`src/rtl/lru_key_value_cache_unit_defines.svh`:
```
// Assertion macros shared by the LRU key/value cache RTL.
`ifndef LRU_KEY_VALUE_CACHE_UNIT_DEFINES_SVH
`define LRU_KEY_VALUE_CACHE_UNIT_DEFINES_SVH

// Same-cycle implication, checked on every clock edge outside reset.
`define LRUC_ASSERT_NOW(label, ante, cons, msg) \
  label: assert property (@(posedge clk) disable iff (!rst_n) (ante) |-> (cons)) \
    else $error(msg);

// Next-cycle implication, checked on every clock edge outside reset.
`define LRUC_ASSERT_NEXT(label, ante, cons, msg) \
  label: assert property (@(posedge clk) disable iff (!rst_n) (ante) |=> (cons)) \
    else $error(msg);

`endif

```
`src/rtl/lruc_pkg.sv`:
```
// Types and constants shared by the LRU key/value cache modules.
package lruc_pkg;

  localparam int KEY_W = 32;
  localparam int VAL_W = 32;
  localparam int CFG_W = 5;

  // Request kinds.
  localparam logic OP_GET = 1'b0;
  localparam logic OP_PUT = 1'b1;

  // Capacity register value after reset.
  localparam logic [CFG_W-1:0] CAP_RESET = 5'd16;

  // One request item.
  typedef struct packed {
    logic                    op;
    logic signed [KEY_W-1:0] req_key;
    logic signed [VAL_W-1:0] req_value;
  } in_t;

  // One result item.
  typedef struct packed {
    logic                    hit;
    logic signed [VAL_W-1:0] read_value;
    logic                    evicted;
    logic signed [KEY_W-1:0] evicted_key;
  } out_t;

  // Control broadcast from the top level to every cell.
  typedef struct packed {
    logic                    move;
    logic                    hit;
    logic                    evict;
    logic signed [KEY_W-1:0] key;
  } cell_ctl_t;

endpackage

```
`src/rtl/lru_key_value_cache_unit.sv`:
```
// Top level of the fully associative LRU key/value cache.
// A request is taken on any edge with start high; busy stays low, so one
// request can be issued every clock cycle. The request is registered, then
// in the following cycle the whole row of ENTRIES cells compares its key in
// parallel and shifts by one place toward least recent. The result is
// registered together with the row update and shown on out_data with
// out_strobe high for one cycle.
// That single compare-and-shift pass over the cell row sets the rate. The
// receiver cannot stall, so results must be captured on the strobe cycle.
// Reset clears every valid mark at once; no clearing pass is needed. The
// capacity register is written through the cfg channel, which is always
// ready, and must only be changed while no request is in flight.
`include "lru_key_value_cache_unit_defines.svh"
module lru_key_value_cache_unit import lruc_pkg::*; #(
  parameter int ENTRIES = 16
) (
  input  logic             clk,
  input  logic             rst_n,
  input  logic             start,
  output logic             busy,
  input  in_t              in_data,
  output logic             out_strobe,
  output out_t             out_data,
  input  logic             cfg_valid,
  output logic             cfg_ready,
  input  logic [CFG_W-1:0] cfg_data
);

  localparam int CMP_W = 9;

  // Request register and capacity register.
  in_t              req_r;
  logic             req_vld_r;
  logic [CFG_W-1:0] cap_r;
  out_t             out_r;
  out_t             out_nxt;
  logic             out_strobe_r;

  // Cell row signals.
  logic signed [KEY_W-1:0] key_arr  [ENTRIES];
  logic signed [VAL_W-1:0] val_arr  [ENTRIES];
  logic [ENTRIES:0]        valid_ext;
  logic [ENTRIES-1:0]      match_vec;
  logic [ENTRIES:0]        seen;
  cell_ctl_t               ctl;

  logic                    hit;
  logic                    full;
  logic [CMP_W-1:0]        eff_idx;
  logic signed [VAL_W-1:0] rd_val;
  logic signed [KEY_W-1:0] last_key;
  logic signed [VAL_W-1:0] head_val;

  assign busy      = 1'b0;
  assign cfg_ready = 1'b1;

  // Capacity register.
  always_ff @(posedge clk) begin
    if (!rst_n) begin
      cap_r <= CAP_RESET;
    end else if (cfg_valid && cfg_ready) begin
      cap_r <= cfg_data;
    end
  end

  // Request register.
  always_ff @(posedge clk) begin
    if (!rst_n) begin
      req_vld_r <= 1'b0;
    end else begin
      req_vld_r <= start && !busy;
    end
  end

  always_ff @(posedge clk) begin
    if (start && !busy) begin
      req_r <= in_data;
    end
  end

  // Slot index of the last entry allowed under the capacity, clamped.
  always_comb begin
    if (cap_r == '0) begin
      eff_idx = '0;
    end else if (CMP_W'(cap_r) > CMP_W'(ENTRIES)) begin
      eff_idx = CMP_W'(ENTRIES - 1);
    end else begin
      eff_idx = CMP_W'(cap_r) - CMP_W'(1);
    end
  end

  // Valid entries are packed from slot 0, so the store is full exactly
  // when the slot at the capacity boundary is valid.
  always_comb begin
    full = 1'b0;
    for (int i = 0; i < ENTRIES; i++) begin
      full = full | (valid_ext[i] && (eff_idx == CMP_W'(i)));
    end
  end

  // Value of the matching slot and key of the last valid slot.
  always_comb begin
    rd_val   = '0;
    last_key = '0;
    for (int i = 0; i < ENTRIES; i++) begin
      rd_val   = rd_val | (match_vec[i] ? val_arr[i] : '0);
      last_key = last_key | ((valid_ext[i] && !valid_ext[i+1]) ? key_arr[i] : '0);
    end
  end

  assign hit       = seen[ENTRIES];
  assign seen[0]   = 1'b0;
  assign valid_ext[ENTRIES] = 1'b0;

  // Broadcast control for this cycle's request.
  always_comb begin
    ctl.hit   = hit;
    ctl.evict = (req_r.op == OP_PUT) && !hit && full;
    ctl.move  = req_vld_r && (hit || (req_r.op == OP_PUT));
    ctl.key   = req_r.req_key;
  end

  // A get hit reinserts the stored value; a put writes the new one.
  assign head_val = (req_r.op == OP_GET) ? rd_val : req_r.req_value;

  // Row of cells, slot 0 most recent; each takes its more recent neighbor's item.
  for (genvar g = 0; g < ENTRIES; g++) begin : g_cell
    logic signed [KEY_W-1:0] p_key;
    logic signed [VAL_W-1:0] p_val;
    logic                    p_valid;

    if (g == 0) begin : g_head
      assign p_key   = req_r.req_key;
      assign p_val   = head_val;
      assign p_valid = 1'b1;
    end else begin : g_body
      assign p_key   = key_arr[g-1];
      assign p_val   = val_arr[g-1];
      assign p_valid = valid_ext[g-1];
    end

    lruc_cell u_cell (
      .clk        (clk),
      .rst_n      (rst_n),
      .ctl        (ctl),
      .prev_key   (p_key),
      .prev_val   (p_val),
      .prev_valid (p_valid),
      .seen_in    (seen[g]),
      .key        (key_arr[g]),
      .val        (val_arr[g]),
      .valid      (valid_ext[g]),
      .match      (match_vec[g]),
      .seen_out   (seen[g+1])
    );
  end

  // Result item for the request in the row this cycle.
  always_comb begin
    out_nxt.hit         = hit;
    out_nxt.read_value  = ((req_r.op == OP_GET) && hit) ? rd_val : '1;
    out_nxt.evicted     = ctl.evict;
    out_nxt.evicted_key = ctl.evict ? last_key : '0;
  end

  always_ff @(posedge clk) begin
    if (!rst_n) begin
      out_strobe_r <= 1'b0;
    end else begin
      out_strobe_r <= req_vld_r;
    end
  end

  always_ff @(posedge clk) begin
    if (req_vld_r) begin
      out_r <= out_nxt;
    end
  end

  assign out_strobe = out_strobe_r;
  assign out_data   = out_r;

  // Keys are unique among valid slots, so at most one cell matches.
  `LRUC_ASSERT_NOW(a_one_match, 1'b1, $onehot0(match_vec), "more than one slot matched the key")
  // Valid slots stay packed from slot 0 with no gaps.
  `LRUC_ASSERT_NOW(a_packed, 1'b1, ((valid_ext >> 1) & ~valid_ext) == '0, "gap in valid slots")
  // An eviction only happens on a put that missed.
  `LRUC_ASSERT_NOW(a_evict_miss, out_strobe && out_data.evicted, !out_data.hit, "evict on hit")
  // Every request in the row produces exactly one result in the next cycle.
  `LRUC_ASSERT_NEXT(a_result, req_vld_r, out_strobe, "request produced no result")
  // Slot 0 is valid after any request that moved an entry to the front.
  `LRUC_ASSERT_NEXT(a_head_valid, ctl.move, valid_ext[0], "front slot not valid after update")

endmodule

```
`src/rtl/lruc_cell.sv`:
```
// One recency slot of the cache: stored key, value and valid mark.
module lruc_cell import lruc_pkg::*; (
  input  logic                    clk,
  input  logic                    rst_n,
  input  cell_ctl_t               ctl,
  input  logic signed [KEY_W-1:0] prev_key,
  input  logic signed [VAL_W-1:0] prev_val,
  input  logic                    prev_valid,
  input  logic                    seen_in,
  output logic signed [KEY_W-1:0] key,
  output logic signed [VAL_W-1:0] val,
  output logic                    valid,
  output logic                    match,
  output logic                    seen_out
);

  logic signed [KEY_W-1:0] key_r;
  logic signed [VAL_W-1:0] val_r;
  logic                    valid_r;
  logic                    shift;

  // Compare against the request and extend the "matched above" chain.
  assign match    = valid_r && (key_r == ctl.key);
  assign seen_out = seen_in | match;

  // On a hit, slots down to the matching one take their neighbor's item.
  // On a put miss, slots down to the last valid one do so (one further
  // when nothing is evicted, since the fill then grows by one).
  always_comb begin
    if (ctl.hit) begin
      shift = ctl.move && !seen_in;
    end else if (ctl.evict) begin
      shift = ctl.move && valid_r;
    end else begin
      shift = ctl.move && prev_valid;
    end
  end

  // Valid mark is control state; key and value are payload.
  always_ff @(posedge clk) begin
    if (!rst_n) begin
      valid_r <= 1'b0;
    end else if (shift) begin
      valid_r <= prev_valid;
    end
  end

  always_ff @(posedge clk) begin
    if (shift) begin
      key_r <= prev_key;
      val_r <= prev_val;
    end
  end

  assign key   = key_r;
  assign val   = val_r;
  assign valid = valid_r;

endmodule
```
`config.mk`:
```
export PLATFORM = sky130hd
export DESIGN_NAME = lru_key_value_cache_unit
export DESIGN_NICKNAME = d
export VERILOG_FILES = /design/src/rtl/lruc_pkg.sv /design/src/rtl/lru_key_value_cache_unit.sv /design/src/rtl/lruc_cell.sv
export VERILOG_INCLUDE_DIRS = /design/src /design/src/rtl
export SDC_FILE = /design/constraint.sdc
export NUM_CORES = 1
export LEC_CHECK = 0
export BUFFER_PORTS_ARGS = -buffer_cell sky130_fd_sc_hd__buf_4
export CORE_ASPECT_RATIO = 2
export CORE_UTILIZATION = 50
export DETAILED_ROUTE_END_ITERATION = 6
export PLACE_DENSITY = 0.8
export SLEW_MARGIN = 20
export SYNTH_ARGS = -nofsm -noshare
export SYNTH_HDL_FRONTEND = slang
export SYNTH_SLANG_ARGS = --single-unit
```
`constraint.sdc`:
```
create_clock -name clk -period 7.4 [get_ports clk]
set_clock_uncertainty 0.05 [all_clocks]
set_input_delay 0.37 -clock clk [delete_from_list [all_inputs] [get_ports clk]]
set_output_delay 0.37 -clock clk [all_outputs]
set_load 0.01 [all_outputs]
```
* Yosys cells after proc, flatten, opt, wreduce, memory -nomap -nowiden
Index checks and enable logic that the tools add are counted.
** Operators by class
- Multipliers :: 0
- Equality and inequality tests :: 31
- Mux-type cells :: 67
- Bitwise operators :: 61
- Div/mod/pow operators :: 0
- $add $sub $neg :: 1
- Magnitude comparators :: 1
- Reduce and logical (&&, ||, !) cells :: 116
- Shift-type cells :: 0
** Operators with widths (count)
- $mux W32 :: 33
- $or A32 B32 Y32 :: 30
- $eq A32 B32 Y1 :: 16
- $logic_and A1 B1 Y1 :: 82
- $eq A9 B4 Y1 const B :: 8
- $eq A9 B3 Y1 const B :: 4
- $mux W1 :: 32
- $logic_not A1 Y1 :: 31
- $or A1 B1 Y1 :: 30
- $eq A9 B2 Y1 const B :: 2
- $mux W9 :: 2
- $eq A9 B1 Y1 const B :: 1
- $logic_not A9 Y1 :: 1
- $sub A5 B1 Y6 const B :: 1
- $gt A5 B5 Y1 const B :: 1
- $logic_not A5 Y1 :: 1
- $logic_or A1 B1 Y1 :: 1
- $not A1 Y1 :: 1
** Storage, ports and cells
- Output and inout bits :: 69
- Memories :: 0
- Bits in writable memories :: 0
- Bits in read-only memories :: 0
- Flip-flop bits (word level) :: 1178
- Bits of input ports :: 74
- Bits in latches :: 0

* Logic depth before layout (Yosys ltp)
- Depth after elaboration :: 23
- Depth in mapped cells :: 14
- Gate-level depth less buffers :: 11

* Modules after synthesis
From an unflattened synthesis, not the netlist that was laid out.
** Second synthesis, totals
- Cells, all modules :: 3026
- Area total of the unflattened synthesis :: 48281.3 µm²
** By module, submodules not included
- lruc_cell :: instances 16, area an instance 2344.7 µm², cells each 116, seq. area each 1941.9 µm²
- lru_key_value_cache_unit :: instances 1, area an instance 10765.3 µm², cells each 1170, seq. area each 4073.9 µm²

* Least setup slack after synthesis
No wires, ideal clock.
- Kind :: reg2reg
- Start point :: register req_vld_r
- End point :: register g_cell[3].u_cell.key_r[0], enable pin
- Library setup time :: 0.574 ns
- Path buffers :: 0
- Clock period less this slack :: 7.956 ns
- Path slack :: -0.556 ns
- Stages on the path, launching flop included :: 4
- Arrival :: 7.332 ns
- Data required time :: 6.776 ns
- Cells stage by stage :: dfxtp_1 > inv_1 > or4_1 > o21ai_0
** Between the ends
- Cells in the longest elaborated chain, start to end :: 4
- Elaborated cells between the ends (all ways) :: 6
- Those cells by class :: mux: 2; reduce/logical: 4
** RTL lines
- start: declaration :: line lru_key_value_cache_unit.sv:33 : logic req_vld_r;
- start signal: assignment :: line lru_key_value_cache_unit.sv:71 : req_vld_r <= start && !busy;
- $logic_and A1 B1 Y1 * :: line lru_key_value_cache_unit.sv:119 : ctl.move = req_vld_r && (hit || (req_r.op == OP_PUT));
- $logic_and A1 B1 Y1, on equally long branches :: line lruc_cell.sv:35, lruc_cell.sv:33
- $mux W1 :: line lruc_cell.sv:32 : end else if (ctl.evict) begin
- $mux W1 * :: line lruc_cell.sv:30 : if (ctl.hit) begin
- via g_cell[3].u_cell.shift :: line lruc_cell.sv:20 : logic shift;
- end signal: assignment :: line lruc_cell.sv:50 : key_r <= prev_key;
- end: declaration :: line lruc_cell.sv:17 : logic signed [KEY_W-1:0] key_r;
Mark *: on every way through the listed nets, which the timed path passes. The rest lies on a longest branch.
A chain may end at the register's enable or synchronous reset.

* Worst setup path after layout
- Start point :: register req_r (netlist bit g_cell[0].p_key[0])
- End point :: register g_cell[13].u_cell.val_r[13], enable pin
** Between the ends
- Cells in the longest elaborated chain, start to end :: 22
- Elaborated cells between the ends (all ways) :: 58
- Those cells by class :: eq/ne: 16; mux: 2; bitwise: 15; reduce/logical: 25
** RTL lines
- start: declaration :: line lru_key_value_cache_unit.sv:32 : in_t req_r;
- start signal: assignment :: line lru_key_value_cache_unit.sv:77 : req_r <= in_data;
- $eq A32 B32 Y1 :: line lruc_cell.sv:23 : assign match = valid_r && (key_r == ctl.key);
- $logic_and A1 B1 Y1 :: line lruc_cell.sv:23
- $or A1 B1 Y1 (15 in a row) :: line lruc_cell.sv:24 : assign seen_out = seen_in | match;
- $logic_or A1 B1 Y1 or $logic_not A1 Y1 (tied branches) :: line lru_key_value_cache_unit.sv:119, lru_key_value_cache_unit.sv:118
- $logic_and A1 B1 Y1, on equally long branches :: line lru_key_value_cache_unit.sv:119, lru_key_value_cache_unit.sv:118
- $logic_and A1 B1 Y1, on equally long branches :: line lruc_cell.sv:35, lru_key_value_cache_unit.sv:118, lruc_cell.sv:33
- $mux W1 :: line lruc_cell.sv:32
- $mux W1 * :: line lruc_cell.sv:30
- via g_cell[13].u_cell.shift :: line lruc_cell.sv:20
- end signal: assignment :: line lruc_cell.sv:51 : val_r <= prev_val;
- end: declaration :: line lruc_cell.sv:18 : logic signed [VAL_W-1:0] val_r;
Marks and branches as above.

==> summary.md <==
### Synth
• synthesized area per cell: 16.0 µm²
• synthesized-area fraction occupied by ao, oa, aoi and oai cells: 10.2%
• fraction of post-synthesis cell area in the top cell type by area: 70.7%
• Cells after Synth: 3061
• cell type with the largest total area after synthesis: sky130_fd_sc_hd__edfxtp_1
• ys async rst share: 0%
• largest family of logic cells by synthesized area: compound AO/OA/AOI/OAI gates
• Yosys warning count: 0
• number of storage elements in the synthesis netlist: 1178
• most frequent cells after synthesis: sky130_fd_sc_hd__edfxtp_1, sky130_fd_sc_hd__xor2_1, sky130_fd_sc_hd__a22oi_1
• combined area of all synthesized cells: 0.0490 mm²
• sequential element share of the synthesized area: 71.7%
• number of enable flip-flop cells after synthesis: 1155
• top flip-flop cell by instance count after synthesis: sky130_fd_sc_hd__edfxtp_1
• synthesized-area fraction occupied by xor and xnor cells: 9.09%
• Mapped Nets: 3136
• dominant cells by area after synthesis: sky130_fd_sc_hd__edfxtp_1, sky130_fd_sc_hd__xor2_1, sky130_fd_sc_hd__a22oi_1
• post-synthesis simple-gate area fraction: 6.36%
• most used standard cell by instance count after synthesis: sky130_fd_sc_hd__edfxtp_1
• Synth Area in Adders: 0.0255%
• mux share of post-synthesis cell area: 0.255%
• post-synth cell types: 70

### Power and ir drop
• Max VDD drop: 0.000248 V
• overall power consumption: 13.6 mW
• Pleak: 18.5 nW
• PD cells: 241 mW/mm²

### Drt
• Residual DRC: 1
• first drt pass iteration count: 7
• routed length per instance: 46.8 µm
• routed vias: 33498
• mean number of vias per cell: 7.27
• Initial DRC Count: 6065
• Routed Antenna Nets: 0
• Routed WL: 216 mm

### Worst hold path
• type of the most critical hold path: in -> reg

### STA
• unrepaired setup endpoints after global routing: no
• achievable clock frequency: 170 MHz
• final-report setup violation count: 0
• normalized max-slew margin: 13.7%
• share of the cycle needed by the critical path after routing: 79.6%
• Setup Total Neg Slack: 0 ps
• final max-slew violation count: 0
• shortest clock period the worst path allows after layout: 5890 ps
• worst-margin pin slew: 1290 ps
• final hold vios: 0

### Cells and area
• Synth-to-Final Area Change: 14.5%
• number of inserted filler cells in the final layout: 7443
• post-layout net count: 3367
• fraction of final layout cells with drive strength greater than 1: 14.6%

### Critical path
• endpoint kind of the worst setup timing path: flop
• worst-path cell chain: xor2_1 -> nor4_1 -> nand4_1 -> nor3_4 -> nor4_4 -> nand4_4 -> and3b_1 -> a21oi_1 -> nand2_8 -> buf_12
• Critical Path Max Stage Delay: 990 ps
• Setup crit start kind: flop
• worst path bufs/invs: 1
• worst setup path class: reg -> reg
• critical path arrival: 6270 ps
• worst endpoint required time: 7780 ps
• gate family responsible for the most delay along the worst path: simple AND/OR/NAND/NOR gates
• FF-to-FF setup slack: 1510 ps
• CP max-delay cell: sky130_fd_sc_hd__nand4_1
• Crit Path Max Fanout: 42

### Status
• violations in the final reports: design-rule violations
• status: complete, but fails checks

### Placement
• global placement routability congestion: 1.14
• estimated wirelength of the detail-placed design: 143 mm
• number of buffers added on ports: 140

### GRT
• global routing usage summed across all routing layers: 44.3%
• via count of the first global-routing pass: 32649
• overflow left after global routing: 0
• global-route wire length before repair: 290 mm
• largest net degree at the start of global routing: 54
• antenna violations before repair: 16

### Die
• Die Footprint: 0.0994 mm²
• I/O Pins: 143
• Chip Height: 445 µm
• Die X: 223 µm
• Row Count: 162
• Floorplan Core Area: 0.0973 mm²
• effective utilization at floorplan: 50.4%

### CTS
• Max H-tree Level: 3
• CTS clock-pin slew for the worst setup and hold paths: 70 ps
• CTS tree: done
• number of setup buffers added after CTS: 0
• worst skew pair latency: 770 ps
• number of buffers created by CTS: 97
• number of sinks driven by the clock tree: 1178
• maximum clock insertion buffer count: 3
• clock tree root driver cell: sky130_fd_sc_hd__clkbuf_16

### Run
• count of maximum capacitance violations: 0

==> layout by cell type, fill, tap and decap left out, types with 10 or more instances in the layout <==
cell	count
sky130_fd_sc_hd__clkbuf_1	21
sky130_fd_sc_hd__nor3_1	28
sky130_fd_sc_hd__a211o_1	33
sky130_fd_sc_hd__nand3_1	58
sky130_fd_sc_hd__nor4_1	95
sky130_fd_sc_hd__dfxtp_1	21
sky130_fd_sc_hd__buf_12	15
sky130_fd_sc_hd__nand4_1	93
sky130_fd_sc_hd__nor2_1	77
sky130_fd_sc_hd__a22oi_1	179
sky130_fd_sc_hd__clkinv_2	12
sky130_fd_sc_hd__a22o_1	135
sky130_fd_sc_hd__nor2b_4	12
sky130_fd_sc_hd__edfxtp_1	1155
sky130_fd_sc_hd__nor2b_1	10
sky130_fd_sc_hd__nand2b_1	34
sky130_fd_sc_hd__clkbuf_16	99
sky130_fd_sc_hd__a222oi_1	32
sky130_fd_sc_hd__nor4_2	10
sky130_fd_sc_hd__o21ai_0	18
sky130_fd_sc_hd__buf_4	233
sky130_fd_sc_hd__nand2_1	44
sky130_fd_sc_hd__a221oi_1	137
sky130_fd_sc_hd__clkinv_1	25
sky130_fd_sc_hd__xor2_1	440
sky130_fd_sc_hd__xor2_2	14
sky130_fd_sc_hd__o21a_1	35
sky130_fd_sc_hd__dlygate4sd3_1	81
sky130_fd_sc_hd__a21oi_1	12
sky130_fd_sc_hd__xnor2_1	50
==> final cells by class <==
cell class	instances	area (µm²)	share of cell area [%]
well taps	1230	1540	2.74
diodes	7	17.5	0.0312
multi-input cells	1668	13300	23.7
repair buffers	337	2940	5.24
inverters	10	37.5	0.0669
clock buffers	120	2560	4.55
flip-flops and latches	1178	35100	62.6
clock inverters	58	569	1.01
==> per-stage QoR <==
stage	instance area (µm²)	utilization [%]	hold slack [ps]	instances	setup WS, ps
floorplan	49000	-	371	3061	1120
global route	56100	57.7	134	4604	1490
global placement	51900	53.3	376	4334	1750
detailed placement	51900	53.4	382	4334	1840
finish	56100	57.7	128	4608	1510
CTS	55900	57.4	135	4593	1810
==> path summary, 6_finish.rpt <==
check                                      startpoint                             endpoint  cells after the start
hold reg to reg   g_cell[12].u_cell.val[28]$_DFFE_PP_  g_cell[13].u_cell.val[28]$_DFFE_PP_                      0
setup reg to reg         g_cell[0].p_key[0]$_DFFE_PP_  g_cell[13].u_cell.val[13]$_DFFE_PP_                     10
hold / removal                                  start        g_cell[0].p_key[11]$_DFFE_PP_                      1
setup / recovery         g_cell[0].p_key[0]$_DFFE_PP_  g_cell[13].u_cell.val[13]$_DFFE_PP_                     10
==> timing repair <==
action                    in CTS  in global routing
hold endpoints to repair      86                  0
gates resized for setup        0                  0
hold buffers                  81                  0
==> cells by family (layout without fill, tap and decap cells) <==
group / count (synthesis) / after routing
adder cells (fa/ha/maj): 1 / 1
buffers and inverters: 215 / 525
flip-flops: 1178 / 1178
multiplexers: 12 / 12
AND/OR/NAND/NOR: 531 / 531
XOR/XNOR: 509 / 509
AO/OA/AOI/OAI: 613 / 613
other: 2 / 9
==> power breakdown <==
| group | switching (mW) | leakage (nW) | internal, mW |
|---|---|---|---|
| Combinational | 0.577 | 6.38 | 0.247 |
| Clock | 2.55 | 1.50 | 2.78 |
| Sequential | 0.102 | 10.6 | 7.29 |
==> state kept, by name, summed over array words and instances, names as in the netlist <==
register             flops
g_cell.u_cell.key      512
g_cell.u_cell.val      512
out_data                66
req_r                   33
g_cell.p_key            32
g_cell.u_cell.valid     16
cap_r                    5
out_strobe               1
req_vld_r                1
==> per-layer routing <==
layer / up-vias / wire [µm] / GRT usage, %
li1: 12645 / - / -
met1: 16411 / 62300 / 46.2
met2: 3455 / 103000 / 72.0
met3: 979 / 24400 / 13.1
met4: 8 / 25400 / 39.8
met5: - / 54 / 0
Note: power is estimated with default switching activity, not from simulation.
